[src/ipp_pkg.sv]
`timescale 1ns / 1ps

package ipp_pkg;

  // Packet framing
  localparam int unsigned PKT_LEN  = 11;
  localparam int unsigned POS_W    = 4;
  localparam int unsigned DATA_LEN = 6;

  // Configuration port
  localparam int unsigned CFG_IDX_W  = 1;
  localparam int unsigned CFG_DATA_W = 8;
  localparam logic [CFG_IDX_W-1:0] REG_HEADER = 1'b0;
  localparam logic [CFG_IDX_W-1:0] REG_TYPE   = 1'b1;
  localparam logic [7:0] HEADER_RST = 8'h55;
  localparam logic [7:0] TYPE_RST   = 8'h53;

  // Decoupling queue between parser and unwrap stage
  localparam int unsigned QUEUE_DEPTH_DEF = 2;

  // Angle words of one good packet, little-endian from bytes 2 to 7
  typedef struct packed {
    logic signed [15:0] roll;
    logic signed [15:0] pitch;
    logic signed [15:0] yaw;
  } angle_pkt_t;

endpackage

[src/ipp_front.sv]
`timescale 1ns / 1ps

module ipp_front import ipp_pkg::*; (
  input  logic                  clk_i,
  input  logic                  rst_ni,
  input  logic                  cfg_we_i,
  input  logic [CFG_IDX_W-1:0]  cfg_index_i,
  input  logic [CFG_DATA_W-1:0] cfg_data_i,
  input  logic [7:0]            rx_byte_i,
  input  logic                  rx_valid_i,
  output logic                  rx_ready_o,
  input  logic                  queue_full_i,
  output logic                  push_o,
  output angle_pkt_t            pkt_o
);

  typedef enum logic [1:0] {
    PH_HUNT = 2'd0,
    PH_TYPE = 2'd1,
    PH_DATA = 2'd2
  } phase_e;

  localparam logic [POS_W-1:0] LAST_POS  = POS_W'(PKT_LEN - 1);
  localparam logic [POS_W-1:0] FIRST_DAT = POS_W'(2);
  localparam logic [POS_W-1:0] END_DAT   = POS_W'(2 + DATA_LEN);

  logic [7:0]       header_q, type_q;
  phase_e           phase_q, phase_d;
  logic [POS_W-1:0] pos_q, pos_d;
  logic [7:0]       sum_q, sum_d;
  logic [7:0]       data_q [DATA_LEN];
  logic             accept;
  logic             data_we;
  logic [2:0]       data_idx;

  // The parser stalls whenever the queue is full, since any byte may finish a packet.
  assign rx_ready_o = !queue_full_i;
  assign accept     = rx_valid_i && rx_ready_o;

  // Configuration registers.
  always_ff @(posedge clk_i or negedge rst_ni) begin
    if (!rst_ni) begin
      header_q <= HEADER_RST;
      type_q   <= TYPE_RST;
    end else if (cfg_we_i) begin
      if (cfg_index_i == REG_HEADER) header_q <= cfg_data_i;
      if (cfg_index_i == REG_TYPE)   type_q   <= cfg_data_i;
    end
  end

  // Framing decisions for one byte.
  always_comb begin
    phase_d = phase_q;
    pos_d   = pos_q;
    sum_d   = sum_q;
    push_o  = 1'b0;
    data_we = 1'b0;
    case (phase_q)
      PH_TYPE: begin
        if (rx_byte_i == type_q) begin
          sum_d   = sum_q + rx_byte_i;
          pos_d   = FIRST_DAT;
          phase_d = PH_DATA;
        end else if (rx_byte_i == header_q) begin
          sum_d   = rx_byte_i;
          pos_d   = POS_W'(1);
          phase_d = PH_TYPE;
        end else begin
          pos_d   = '0;
          phase_d = PH_HUNT;
        end
      end
      PH_DATA: begin
        if (pos_q >= FIRST_DAT && pos_q <= LAST_POS) begin
          data_we = pos_q < END_DAT;
          if (pos_q != LAST_POS) begin
            sum_d = sum_q + rx_byte_i;
            pos_d = pos_q + POS_W'(1);
          end else begin
            pos_d   = '0;
            phase_d = PH_HUNT;
            push_o  = accept && (sum_q == rx_byte_i);
          end
        end else begin
          pos_d   = '0;
          phase_d = PH_HUNT;
          if (rx_byte_i == header_q) begin
            sum_d   = rx_byte_i;
            pos_d   = POS_W'(1);
            phase_d = PH_TYPE;
          end
        end
      end
      default: begin
        pos_d   = '0;
        phase_d = PH_HUNT;
        if (rx_byte_i == header_q) begin
          sum_d   = rx_byte_i;
          pos_d   = POS_W'(1);
          phase_d = PH_TYPE;
        end
      end
    endcase
  end

  // Parser state advances on every byte transfer.
  always_ff @(posedge clk_i or negedge rst_ni) begin
    if (!rst_ni) begin
      phase_q <= PH_HUNT;
      pos_q   <= '0;
      sum_q   <= '0;
    end else if (accept) begin
      phase_q <= phase_d;
      pos_q   <= pos_d;
      sum_q   <= sum_d;
    end
  end

  // Angle bytes are kept at fixed slots; the checksum byte is never stored.
  assign data_idx = 3'(pos_q - FIRST_DAT);

  always_ff @(posedge clk_i) begin
    if (accept && data_we) begin
      data_q[data_idx] <= rx_byte_i;
    end
  end

  assign pkt_o.roll  = {data_q[1], data_q[0]};
  assign pkt_o.pitch = {data_q[3], data_q[2]};
  assign pkt_o.yaw   = {data_q[5], data_q[4]};

endmodule

[src/ipp_queue.sv]
`timescale 1ns / 1ps

module ipp_queue import ipp_pkg::*; #(
  parameter int unsigned DEPTH = QUEUE_DEPTH_DEF
) (
  input  logic       clk_i,
  input  logic       rst_ni,
  input  logic       push_i,
  input  angle_pkt_t push_data_i,
  output logic       full_o,
  input  logic       pop_i,
  output angle_pkt_t pop_data_o,
  output logic       empty_o
);

  localparam int unsigned PTR_W = (DEPTH > 1) ? $clog2(DEPTH) : 1;
  localparam int unsigned CNT_W = $clog2(DEPTH + 1);
  localparam logic [PTR_W-1:0] LAST_PTR = PTR_W'(DEPTH - 1);

  angle_pkt_t       mem_q [DEPTH];
  logic [PTR_W-1:0] wr_ptr_q, rd_ptr_q;
  logic [CNT_W-1:0] cnt_q;
  logic             do_push, do_pop;

  assign full_o     = cnt_q == CNT_W'(DEPTH);
  assign empty_o    = cnt_q == '0;
  assign do_push    = push_i && !full_o;
  assign do_pop     = pop_i && !empty_o;
  assign pop_data_o = mem_q[rd_ptr_q];

  // Storage.
  always_ff @(posedge clk_i) begin
    if (do_push) begin
      mem_q[wr_ptr_q] <= push_data_i;
    end
  end

  // Pointers and fill count.
  always_ff @(posedge clk_i or negedge rst_ni) begin
    if (!rst_ni) begin
      wr_ptr_q <= '0;
      rd_ptr_q <= '0;
      cnt_q    <= '0;
    end else begin
      if (do_push) wr_ptr_q <= (wr_ptr_q == LAST_PTR) ? '0 : wr_ptr_q + PTR_W'(1);
      if (do_pop)  rd_ptr_q <= (rd_ptr_q == LAST_PTR) ? '0 : rd_ptr_q + PTR_W'(1);
      if (do_push && !do_pop)      cnt_q <= cnt_q + CNT_W'(1);
      else if (do_pop && !do_push) cnt_q <= cnt_q - CNT_W'(1);
    end
  end

endmodule

[src/ipp_back.sv]
`timescale 1ns / 1ps

module ipp_back import ipp_pkg::*; (
  input  logic               clk_i,
  input  logic               rst_ni,
  input  logic               empty_i,
  input  angle_pkt_t         pkt_i,
  output logic               pop_o,
  output logic               out_valid_o,
  input  logic               out_ready_i,
  output logic signed [15:0] roll_o,
  output logic signed [15:0] pitch_o,
  output logic signed [15:0] yaw_o,
  output logic signed [15:0] turns_o,
  output logic signed [32:0] total_yaw_o
);

  localparam logic signed [17:0] JUMP_HI = 18'sd32768;
  localparam logic signed [17:0] JUMP_LO = -18'sd32768;
  localparam logic signed [15:0] TURN_MIN = 16'sh8000;
  localparam logic signed [15:0] TURN_MAX = 16'sh7fff;

  logic signed [15:0] prev_yaw_q;
  logic signed [15:0] turns_q, turns_d;
  logic signed [17:0] diff;
  logic signed [32:0] total_d;
  logic               out_valid_q;

  // Take a packet whenever the output register is free or being emptied.
  assign pop_o = !empty_i && (!out_valid_q || out_ready_i);

  // Yaw unwrap against the previous good packet, with a saturating count.
  always_comb begin
    diff    = {{2{pkt_i.yaw[15]}}, pkt_i.yaw} - {{2{prev_yaw_q[15]}}, prev_yaw_q};
    turns_d = turns_q;
    if (diff > JUMP_HI) begin
      if (turns_q != TURN_MIN) turns_d = turns_q - 16'sd1;
    end else if (diff < JUMP_LO) begin
      if (turns_q != TURN_MAX) turns_d = turns_q + 16'sd1;
    end
    total_d = {turns_d[15], turns_d, 16'h0000} + {{17{pkt_i.yaw[15]}}, pkt_i.yaw};
  end

  // Unwrap state and output valid.
  always_ff @(posedge clk_i or negedge rst_ni) begin
    if (!rst_ni) begin
      prev_yaw_q  <= '0;
      turns_q     <= '0;
      out_valid_q <= 1'b0;
    end else begin
      if (pop_o) begin
        prev_yaw_q  <= pkt_i.yaw;
        turns_q     <= turns_d;
        out_valid_q <= 1'b1;
      end else if (out_ready_i) begin
        out_valid_q <= 1'b0;
      end
    end
  end

  // Result payload register.
  always_ff @(posedge clk_i) begin
    if (pop_o) begin
      roll_o      <= pkt_i.roll;
      pitch_o     <= pkt_i.pitch;
      yaw_o       <= pkt_i.yaw;
      turns_o     <= turns_d;
      total_yaw_o <= total_d;
    end
  end

  assign out_valid_o = out_valid_q;

endmodule

[src/imu_angle_packet_parser.sv]
`timescale 1ns / 1ps

// Angle packet deframer for a serial IMU byte stream, with yaw unwrapping.
// Input channel: one received byte per transfer on rx_byte_i (rx_valid_i /
// rx_ready_o). The parser hunts for the header byte, checks the type byte,
// gathers the 11-byte packet and compares the 8-bit sum of bytes 0..9 with
// byte 10. Packets with a bad checksum produce nothing.
// Output channel: one transfer per good packet carrying roll, pitch and yaw
// in raw units of 180/32768 degree, the saturating turn count and the
// continuous yaw turns*65536+yaw (out_valid_o / out_ready_i).
// Configuration: cfg_we_i writes register cfg_index_i (0 header byte,
// 1 packet type byte); write only while the block is idle.
// Throughput is one byte per cycle while rx_ready_o is high. After the
// transfer of a packet's checksum byte, the packet enters the queue, and
// the unwrap stage then loads the output register from it once that
// register is free.
// When the receiver stalls, good packets collect in the queue (QUEUE_DEPTH
// entries); only once it is full does rx_ready_o drop.
// Reset clears the parser to the hunt phase, empties the queue, zeroes the
// turn count and previous yaw, and restores both configuration registers.

module imu_angle_packet_parser import ipp_pkg::*; #(
  parameter int unsigned QUEUE_DEPTH = QUEUE_DEPTH_DEF
) (
  input  logic                  clk_i,
  input  logic                  rst_ni,
  input  logic                  cfg_we_i,
  input  logic [CFG_IDX_W-1:0]  cfg_index_i,
  input  logic [CFG_DATA_W-1:0] cfg_data_i,
  input  logic [7:0]            rx_byte_i,
  input  logic                  rx_valid_i,
  output logic                  rx_ready_o,
  output logic                  out_valid_o,
  input  logic                  out_ready_i,
  output logic signed [15:0]    roll_o,
  output logic signed [15:0]    pitch_o,
  output logic signed [15:0]    yaw_o,
  output logic signed [15:0]    turns_o,
  output logic signed [32:0]    total_yaw_o
);

  logic       push, pop, full, empty;
  angle_pkt_t push_pkt, pop_pkt;

  // Byte parser and checksum.
  ipp_front u_front (
    .clk_i        (clk_i),
    .rst_ni       (rst_ni),
    .cfg_we_i     (cfg_we_i),
    .cfg_index_i  (cfg_index_i),
    .cfg_data_i   (cfg_data_i),
    .rx_byte_i    (rx_byte_i),
    .rx_valid_i   (rx_valid_i),
    .rx_ready_o   (rx_ready_o),
    .queue_full_i (full),
    .push_o       (push),
    .pkt_o        (push_pkt)
  );

  // Queue of good packets.
  ipp_queue #(
    .DEPTH (QUEUE_DEPTH)
  ) u_queue (
    .clk_i       (clk_i),
    .rst_ni      (rst_ni),
    .push_i      (push),
    .push_data_i (push_pkt),
    .full_o      (full),
    .pop_i       (pop),
    .pop_data_o  (pop_pkt),
    .empty_o     (empty)
  );

  // Yaw unwrap and output register.
  ipp_back u_back (
    .clk_i       (clk_i),
    .rst_ni      (rst_ni),
    .empty_i     (empty),
    .pkt_i       (pop_pkt),
    .pop_o       (pop),
    .out_valid_o (out_valid_o),
    .out_ready_i (out_ready_i),
    .roll_o      (roll_o),
    .pitch_o     (pitch_o),
    .yaw_o       (yaw_o),
    .turns_o     (turns_o),
    .total_yaw_o (total_yaw_o)
  );

  // A finished packet never arrives at a full queue.
  a_no_push_full: assert property (@(posedge clk_i) disable iff (!rst_ni)
    push |-> !full)
    else $error("packet pushed into a full queue");

  // The queue cannot be full and empty at once.
  a_queue_flags: assert property (@(posedge clk_i) disable iff (!rst_ni)
    !(full && empty))
    else $error("queue reports full and empty together");

  // The continuous yaw always agrees with the turn count and yaw shown.
  a_total_yaw: assert property (@(posedge clk_i) disable iff (!rst_ni)
    out_valid_o |-> total_yaw_o ==
      ({turns_o[15], turns_o, 16'h0000} + {{17{yaw_o[15]}}, yaw_o}))
    else $error("total yaw inconsistent with turns and yaw");

  // Nothing is popped from an empty queue.
  a_no_pop_empty: assert property (@(posedge clk_i) disable iff (!rst_ni)
    pop |-> !empty)
    else $error("pop from an empty queue");

endmodule
[config.mk]
export PLATFORM = sky130hd
export DESIGN_NAME = imu_angle_packet_parser
export DESIGN_NICKNAME = d
export VERILOG_FILES = /design/src/ipp_pkg.sv /design/src/ipp_front.sv /design/src/ipp_queue.sv /design/src/ipp_back.sv /design/src/imu_angle_packet_parser.sv
export SDC_FILE = /design/constraint.sdc
export NUM_CORES = 1
export LEC_CHECK = 0
export BUFFER_PORTS_ARGS = -buffer_cell sky130_fd_sc_hd__buf_2
export CORE_MARGIN = 4
export CORE_UTILIZATION = 54
export DETAILED_ROUTE_END_ITERATION = 12
export GPL_TIMING_DRIVEN = 0
export HOLD_SLACK_MARGIN = 0.08
export PLACE_DENSITY = 0.86
export SLEW_MARGIN = 40
export SYNTH_ARGS = -nofsm -noshare
export SYNTH_HDL_FRONTEND = slang
export SYNTH_SLANG_ARGS = --single-unit
[constraint.sdc]
create_clock -name clk_i -period 5.95 [get_ports clk_i]
set_clock_uncertainty 0.05 [all_clocks]
set_input_delay 0.595 -clock clk_i [delete_from_list [all_inputs] [get_ports clk_i]]
set_output_delay 0.595 -clock clk_i [all_outputs]
set_load 0.01 [all_outputs]
# Yosys cells after proc, flatten, opt, wreduce, memory -nomap -nowiden
# Memory sizes are Yosys's and may differ from the RTL's.
# Index checks and enable logic that the tools add are counted.
classes:
  n_reduce_logical: 22
  n_lt_le_gt_ge: 5
  bitwise: 1
  addsub: 11
  n_eq_ne: 11
  mux: 34
op_table:
  columns: ["cell", "count"]
  rows:
  - ["16-bit two-way mux", 4]
  - ["32-bit by 16-bit adder with 33-bit output", 1]
  - ["8-bit two-way mux", 4]
  - ["16-bit inequality test (second input constant)", 2]
  - ["8-bit == test", 3]
  - ["18-bit by 17-bit > comparator with 1-bit output (second input constant)", 1]
  - ["18-bit by 16-bit < comparator with 1-bit output (second input constant)", 1]
  - ["16-bit by 16-bit subtractor with 17-bit output", 1]
  - ["16-bit by 2-bit adder with 16-bit output (second input constant)", 1]
  - ["8-bit case mux with 2 select lines", 1]
  - ["16-bit by 2-bit subtractor with 16-bit output (second input constant)", 1]
  - ["1-bit two-way mux", 15]
  - ["4-bit two-way mux", 3]
  - ["2-bit two-way mux", 5]
  - ["1-bit logical AND", 9]
  - ["8-bit adder", 1]
  - ["4-bit case mux with 2 select lines", 1]
  - ["2-bit AND reduction", 4]
  - ["3-bit inequality test (second input constant)", 2]
  - ["1-bit logical NOT", 5]
  - ["4-bit by 1-bit adder with 4-bit output (second input constant)", 1]
  - ["2-bit == test (second input constant)", 2]
  - ["4-bit by 2-bit >= comparator with 1-bit output (second input constant)", 1]
  - ["4-bit less-or-equal comparator (second input constant)", 1]
  - ["12 further kinds", 14]
totals:
  wordCells: 102
  memories: 2
  output_inout_bits: 99
  inputBits: 22
  register_bits: 164
  ramBits: 144
memory_table:
  columns: ["name", "words", "width", "rd", "rd_ports_with_merged_regs", "write_ports", "line", "text"]
  rows:
  - ["u_queue.mem_q", 2, 48, 1, 0, 1, "ipp_queue.sv:20", "angle_pkt_t mem_q [DEPTH];"]
  - ["u_front.data_q", 6, 8, 6, 0, 1, "ipp_front.sv:31", "logic [7:0] data_q [DATA_LEN];"]

# Logic depth before layout (Yosys ltp)
# Gate-level depths: netlist of run 1.
depth:
  depth_word: 12
  ltp_mapped: 25

# Cells and area by module
# From an unflattened synthesis of run 1, not the netlist that was laid out.
unflattened:
  hier_cells: 1026
  hier_area_um2: 13665.6
modules_own_cells:
  columns: ["mod", "instances", "seq_area_each_um2", "cells_per_inst", "area_per_inst_um2"]
  rows:
  - ["ipp_back", 1, 3258.1, 619, 6478.7]
  - ["ipp_queue", 1, 2982.9, 168, 3706.1]
  - ["ipp_front", 1, 2202.1, 239, 3480.8]

# Worst setup path before layout of run 1
# No wires, ideal clock.
synth_path:
  kind: "register to register"
  start: "reg u_queue.rd_ptr_q"
  end: "reg u_back.total_yaw_o[31] (data pin)"
  path_slack_ns: -0.007
  arrival_time_ns: 5.649
  stages_incl_launch_ff: 23
  path_buffers: 2
  synth_period_minus_slack_ns: 5.957
  required_ns: 5.642
  cell_sequence: "dfrtp_1 -> buf_1 -> mux2_2 -> ha_1 -> or4_4 -> o21ai_0 -> o21bai_1 -> xnor2_1 -> a31o_2 -> a21oi_2 -> buf_2 -> a21oi_1 -> o32ai_1 -> ha_1 -> a21o_1 -> a21oi_1 -> o21a_1 -> nor3_1 -> a41o_1 -> o41ai_1 -> o2111ai_1 -> a21oi_1 -> xnor2_1"
synth_rtl:
  columns: ["item", "line", "text"]
  rows:
  - ["start, declared", "ipp_queue.sv:21", "logic [PTR_W-1:0] wr_ptr_q, rd_ptr_q;"]
  - ["start signal, assigned", "ipp_queue.sv:46", "if (do_pop) rd_ptr_q <= (rd_ptr_q == LAST_PTR) ? '0 : rd_ptr_q + PTR_W'(1);"]
  - ["end signal, assigned", "ipp_back.sv:68", "total_yaw_o <= total_d;"]
  - ["end, declared", "ipp_back.sv:15", "output logic signed [32:0] total_yaw_o"]

==> results_dict.tcl, run 1 <==
set metrics [dict create \
    stdcell_area_sq_um 16200 \
    hold_end "u_front.type_q[4]$_DFFE_PN1P_" \
    ys_warn_count 0 \
    pin_count 121 \
    setup_slack_ns 0.143 \
    wl_met2_microns 16900 \
    crit_fanout 8 \
    insertion_delay_ns 0.57 \
    final-setup-viol-count 0 \
    critPathKind "reg2reg" \
    die_w_microns 166 \
    drc 0 \
    tightest_slew_ns 0.838 \
    path_cells "buf_6 > mux2_4 > ha_4 > or4_4 > o211a_4 > or3_4 > a211o_1 > a2111oi_4 > buf_4 > a21o_4 > nor2_1 > o32ai_4 > ha_1 > a21o_1 > a21oi_2 > o21a_1 > nor3_1 > a41o_1 > o41ai_4 > o2111ai_2 > a21oi_2 > xnor2_1" \
    wl_met1_microns 12500 \
    hp-class "in2reg" \
    seq_area_frac_synth_pct 62.4 \
    place_ws_ns -1.41 \
    num_vias 9468 \
    wl_met3_microns 2440 \
    holdPathStages 2 \
    placed_area_sq_um 14700 \
    slew_headroom_pct 43.9 \
    synth_area_per_cell_sq_um 13.1 \
    grt_pass1_wl_microns 51100 \
    cts_sinks 292 \
    tns_ns 0 \
    top_layer_used "met4" \
    grt-ovfl-total 0 \
    cp_top_family "compound AO/OA/AOI/OAI gates" \
    port_buffers 120 \
    synth_nets 1102 \
    period_share_pct 97.6 \
    status "finished clean" \
    slowest_delay_ns 0.54 \
    synthesis.area_sq_um 13500 \
    wl_per_cell_microns 21.4 \
    cts_tree "yes" \
    drtIter0Drc 990 \
    min-delay-start "cfg_data_i[4]" \
    critical_path_buf_inv_count 2 \
    worst_setup_path_end_kind "register" \
    die_y_microns 166 \
    synth_seq_cells 292 \
    powerDensity_nw_per_um2 271 \
    rows 57 \
    cts.clk_slew.worst_paths_ns 0.06 \
    fin_crit_ns 5.81 \
    start_util_pct 55.3 \
    grt_pass1_vias 9423 \
    ys.flop_type "edfxtp_1" \
    slew_violations 0 \
    yosysUniqueCellTypes 74 \
    final_common_cell "edfxtp_1" \
    post_route_cells_drive_above_1_share_pct 28.4 \
    rrSetupSlack_ns 0.14 \
    rsz0062_at_grt "yes" \
    area_growth_pct 19.9 \
    crit_slowest_cell "or4_4" \
    timing.rr.start "u_queue.rd_ptr_q$_DFFE_PN0P_" \
    dp_hpwl_microns 20500 \
    grt_start_max_net_pins 40 \
    finalPower_w 0.00439 \
    drv_cap 0 \
    viasPerCell 6.09 \
    place.gp.congestion 0.950 \
    irDropWorstVdd_mv 0.241 \
    core_sq_um 24500 \
    clk_path_buf_depth 3 \
    layout_common_cells "225 x edfxtp_1, 119 x buf_2, 64 x nand2_1" \
    cp_common_cell "a21oi_2" \
    crit_arrival_ns 6.05 \
    syn-instance-count 1032 \
    antenna_found_initial 1 \
    cts_buffers 28 \
    hold_violations 0 \
    critPathRequiredTime_ns 6.19 \
    synth_edf_count 225 \
    wl_microns 33200 \
    drtPass1Iterations 5 \
    h-tree-depth 1 \
    synthArstFlopShare_pct 22.9 \
    nets 1278 \
    cts-root-buf "clkbuf_16" \
    r2r-end "u_back.total_yaw_o[31]$_DFFE_PP_" \
    worst_setup_path_start_kind "register" \
    p_leak_nw 6.12 \
    fmax_ghz 0.172 \
    die_area_sq_um 27600 \
    antenna_left 0 \
    grt_util_all_layers_pct 22.8 \
    r2r_cells 22 \
]
==> cells in the mapped netlist (7+ instances only) <==
library cell / n / area (sq um)
buf_1: 7 / 26.3
mux2_2: 64 / 721
nor2b_1: 9 / 56.3
dfrtp_1: 59 / 1480
nand4_1: 8 / 50.1
and3_1: 9 / 56.3
nand2_1: 64 / 240
clkbuf_1: 29 / 109
buf_4: 16 / 120
o22ai_1: 12 / 75.1
xor2_1: 29 / 254
o31ai_1: 10 / 75.1
a21oi_1: 41 / 205
nor2_1: 52 / 195
a22oi_1: 10 / 75.1
a21o_1: 14 / 105
o21ai_0: 37 / 185
edfxtp_1: 225 / 6760
ha_1: 45 / 563
nor3_1: 23 / 115
nor4_1: 12 / 75.1
o211ai_1: 9 / 67.6
nand2b_1: 11 / 68.8
dfstp_2: 8 / 210
or3_1: 8 / 50.1
nand3_1: 29 / 145
inv_1: 48 / 180
xnor2_1: 35 / 307
==> registers in the layout (all words and copies together), names as in the netlist <==
| signal | cells |
|---|---|
| u_queue.mem_q | 96 |
| u_front.data_q | 48 |
| u_back.total_yaw_o | 33 |
| u_back.pitch_o | 16 |
| u_back.prev_yaw_q | 16 |
| u_back.roll_o | 16 |
| u_back.turns_o | 16 |
| u_back.turns_q | 16 |
| u_front.header_q | 8 |
| u_front.sum_q | 8 |
| u_front.type_q | 8 |
| u_front.pos_q | 4 |
| u_front.phase_q | 2 |
| u_queue.cnt_q | 2 |
| u_back.out_valid_o | 1 |
| u_queue.rd_ptr_q | 1 |
| u_queue.wr_ptr_q | 1 |
==> stage by stage <==
step | util (%) | hold WS [ns] | cells
6_report | 66.3 | 0.232 | 1554
5_1_grt | 66.3 | 0.228 | 1554
3_5_place_dp | 60.1 | 0.379 | 1483
2_1_floorplan | - | 0.249 | 1032
4_1_cts | 65.0 | 0.220 | 1539
3_3_place_gp | 59.4 | 0.372 | 1476
==> what timing repair did <==
action / in CTS / in global routing
hold buffers: 1 / 0
endpoints found under the setup margin: 14 / 8
pin swaps: 6 / 18
gates resized for setup: 38 / 40
hold endpoints to repair: 22 / 0
setup buffers: 5 / 17
cloned: 0 / 0
==> power breakdown <==
group	internal [W]	total (W)	switching, W	leakage [nW]
Combinational	0.000114	0.000248	0.000134	2.90
Sequential	0.00223	0.00226	0.0000316	2.75
Clock	0.00110	0.00189	0.000785	0.470
==> routing by layer <==
layer  GRT usage (%)  vias to the layer above
li1                -                     4228
met1            28.8                     4642
met2            40.1                      498
met3            3.38                      100
met4            8.61                        0
met5               0                        -
==> layout make-up <==
class / instances / area [sq um]
buffer: 52 / 322
sequential: 292 / 8440
fill: 1566 / 8250
tap: 324 / 405
inverter: 48 / 180
antenna: 1 / 2.50
timing repair buffer: 150 / 948
clock buffer: 32 / 726
multi-input combinational: 636 / 4920
clock inverter: 19 / 256
==> cells by family after synthesis <==
family	synth area share, %
AO/OA/AOI/OAI	10.3
XOR/XNOR	4.15
adder cells (fa/ha/maj)	4.61
buffers and inverters	3.46
flip-flops	62.4
AND/OR/NAND/NOR	9.26
multiplexers	5.77
==> worst max-delay path by stage <==
stage | from | to | slack (ns) | depth (start not counted)
after CTS | u_queue.rd_ptr_q$_DFFE_PN0P_ | u_back.total_yaw_o[31]$_DFFE_PP_ | 0.009 | 22
after detailed placement | u_queue.rd_ptr_q$_DFFE_PN0P_ | u_back.total_yaw_o[31]$_DFFE_PP_ | -1.41 | 24
after floorplan | u_queue.rd_ptr_q$_DFFE_PN0P_ | u_back.total_yaw_o[31]$_DFFE_PP_ | 0.14 | 22
after global placement | u_queue.rd_ptr_q$_DFFE_PN0P_ | u_back.total_yaw_o[31]$_DFFE_PP_ | -1.20 | 24
final | u_queue.rd_ptr_q$_DFFE_PN0P_ | u_back.total_yaw_o[31]$_DFFE_PP_ | 0.14 | 22
after global routing | u_queue.rd_ptr_q$_DFFE_PN0P_ | u_back.total_yaw_o[31]$_DFFE_PP_ | -0.06 | 22
Power figures use the tool's default switching activity.
==> run 2, diff against run 1 <==
--- a/config.mk
+++ b/config.mk
@@ -5,10 +5,11 @@
 export SDC_FILE = /design/constraint.sdc
 export NUM_CORES = 1
 export LEC_CHECK = 0
-export BUFFER_PORTS_ARGS = -buffer_cell sky130_fd_sc_hd__buf_2
+export CORE_ASPECT_RATIO = 0.8
 export CORE_MARGIN = 4
-export CORE_UTILIZATION = 54
+export CORE_UTILIZATION = 58
 export DETAILED_ROUTE_END_ITERATION = 12
+export DONT_BUFFER_PORTS = 1
 export GPL_TIMING_DRIVEN = 0
 export HOLD_SLACK_MARGIN = 0.08
 export PLACE_DENSITY = 0.86
==> run 2 against run 1 <==
Against the previous run: hold slack got worse by 0.14 ns; setup slack got worse by 0.053 ns; count of clock-buffer cells in the layout increased by 5; critical endpoint is now u_back.total_yaw_o[29]$_DFFE_PP_; largest power group unchanged.
==> results_dict.tcl, run 2 (same netlist as run 1, synthesis figures left out) <==
set metrics [dict create \
    h-tree-depth 1 \
    stdcell_area_sq_um 15600 \
    slew_violations 0 \
    drtPass1Iterations 8 \
    fmax_ghz 0.171 \
    pin_count 121 \
    nets 1168 \
    holdWs_ns 0.0917 \
    viasPerCell 6.38 \
    die_area_sq_um 25800 \
    p_sw_share_pct 21.6 \
    finalPower_w 0.00428 \
    insertion_delay_ns 0.55 \
    p_comb_share_pct 5.4 \
    crit_arrival_ns 6.10 \
    pwr-share-clk_pct 41.9 \
    antenna_found_initial 0 \
    grt-ovfl-total 0 \
    period_share_pct 98.5 \
    grt_start_max_net_pins 68 \
    place.gp.congestion 0.970 \
    port_buffers 0 \
    multi_input_area_sq_um 4890 \
    worst_setup_path_end_kind "register" \
    dp_hpwl_microns 20600 \
    cts.clk_slew.worst_paths_ns 0.07 \
    antenna_left 0 \
    drc 0 \
    largest_reg_flops 96 \
    dpl.cell_count 1343 \
    tns_ns 0 \
    post_route_cells_drive_above_1_share_pct 20.0 \
    hold_violations 0 \
    rsz0062_at_grt "yes" \
    rrSetupSlack_ns 0.09 \
    crit_fanout 11 \
    critPathRequiredTime_ns 6.19 \
    wl_microns 33200 \
    start_util_pct 59.6 \
    layout_common_cells "225 x edfxtp_1, 64 x nand2_1, 61 x mux2_2" \
    pwr-share-seq_pct 52.7 \
    p_int_w 0.00336 \
    irDropWorstVdd_mv 0.209 \
    area_growth_pct 15.1 \
    diodes 0 \
    grt_util_all_layers_pct 25.0 \
    final_cells 1426 \
    largest_register "u_queue.mem_q" \
    final-setup-viol-count 0 \
    reg.largest.list "u_queue.mem_q (96), u_front.data_q (48), u_back.total_yaw_o (33)" \
    tightest_slew_ns 0.820 \
    die_y_microns 145 \
    cts-root-buf "clkbuf_16" \
    status "finished clean" \
    grt_pass1_wl_microns 50100 \
    cts_buffers 28 \
    critPathKind "reg2reg" \
    cts_sinks 292 \
    powerDensity_nw_per_um2 275 \
    die_w_microns 179 \
    final_common_cell "edfxtp_1" \
    cts_tree "yes" \
    placed_area_sq_um 14000 \
    core_sq_um 22700 \
    worst_setup_path_start_kind "register" \
    clk_path_buf_depth 3 \
    drtIter0Drc 1145 \
    rows 49 \
    hp-class "in2reg" \
    num_vias 9095 \
    slew_headroom_pct 45.1 \
    switchingPower_w 0.000924 \
    wl_per_cell_microns 23.3 \
    fin_crit_ns 5.86 \
    r2r_cells 22 \
    regArea_sq_um 8440 \
    holdPathStages 0 \
    grt_pass1_vias 8957 \
    num-fill-cells 1502 \
    p_leak_nw 5.67 \
    drv_cap 0 \
]
==> run 2: cell types whose count changed in the layout (fill, tap and decap cells not counted), moves of 3 or more <==
cell and delta:
clkbuf_1 +5, buf_4 +5, clkinv_2 -3, clkinv_4 +3, dlygate4sd3_1 +5, buf_2 -119
==> run 2: per-stage QoR <==
stage	worst slack [ns]	util, %
global route	-0.0961	68.6
global placement	-1.22	61.3
detailed placement	-1.29	61.8
finish	0.0899	68.6
floorplan	0.142	-
CTS	0.00419	67.1
==> run 2: power groups by stage <==
stage / Combinational [W] / Clock [W] / Sequential, W
floorplan: 0.000177 / 0 / 0.00229
global placement: 0.000197 / 0 / 0.00230
detailed placement: 0.000211 / 0 / 0.00230
CTS: 0.000228 / 0.00180 / 0.00226
global route: 0.000258 / 0.00191 / 0.00226
finish: 0.000229 / 0.00180 / 0.00226
==> run 2: final timing paths <==
path,startpoint,end
setup / recovery,u_queue.rd_ptr_q$_DFFE_PN0P_,u_back.total_yaw_o[29]$_DFFE_PP_
setup reg to reg,u_queue.rd_ptr_q$_DFFE_PN0P_,u_back.total_yaw_o[29]$_DFFE_PP_
max in group asynchronous,rst_ni,u_front.type_q[1]$_DFFE_PN1P_
hold / removal,rx_byte_i[5],u_front.data_q[4][5]$_DFFE_PP_
min in group asynchronous,rst_ni,u_back.turns_q[8]$_DFFE_PN0P_
hold reg to reg,u_front.data_q[0][2]$_DFFE_PP_,u_queue.mem_q[1][34]$_DFFE_PP_
==> run 2: area by class of cell <==
type | count | share of cell area (%)
Multi-Input combinational cell | 636 | 31.4
Inverter | 48 | 1.16
Sequential cell | 292 | 54.2
Clock buffer | 37 | 4.78
Buffer | 52 | 2.05
Tap cell | 306 | 2.46
Timing Repair Buffer | 40 | 2.73
Clock inverter | 15 | 1.17
==> run 2: critical path, cell delays in order (launching register included) <==
cell	delay [ns]
dfrtp_1	0.41
buf_6	0.18
buf_12	0.12
mux2_2	0.37
ha_2	0.36
a21o_1	0.22
a31o_2	0.27
a221oi_1	0.24
o21ai_1	0.18
or3_4	0.46
a21o_2	0.29
nor2_1	0.23
a31oi_1	0.09
xnor2_1	0.30
ha_1	0.33
nor3_1	0.32
nor3_4	0.10
a41o_1	0.31
o41ai_4	0.28
buf_4	0.18
o21bai_1	0.08
a21oi_2	0.14
xnor2_1	0.08
==> run 2: per-layer routing <==
metal	vias to the layer above	GRT usage [%]	routed length [microns]
li1	3999	-	-
met1	4453	35.1	13500
met2	538	39.7	15500
met3	105	5.04	3080
met4	0	8.03	1110
met5	-	0	0
==> run 2: repair_timing <==
action                                 CTS  global route
setup buffers                           11            17
cloned                                   0             0
setup endpoints to repair               14             9
pin swaps                               11            25
gates resized for setup                 27            44
hold buffers                             5             2
endpoints found under the hold margin   70             1
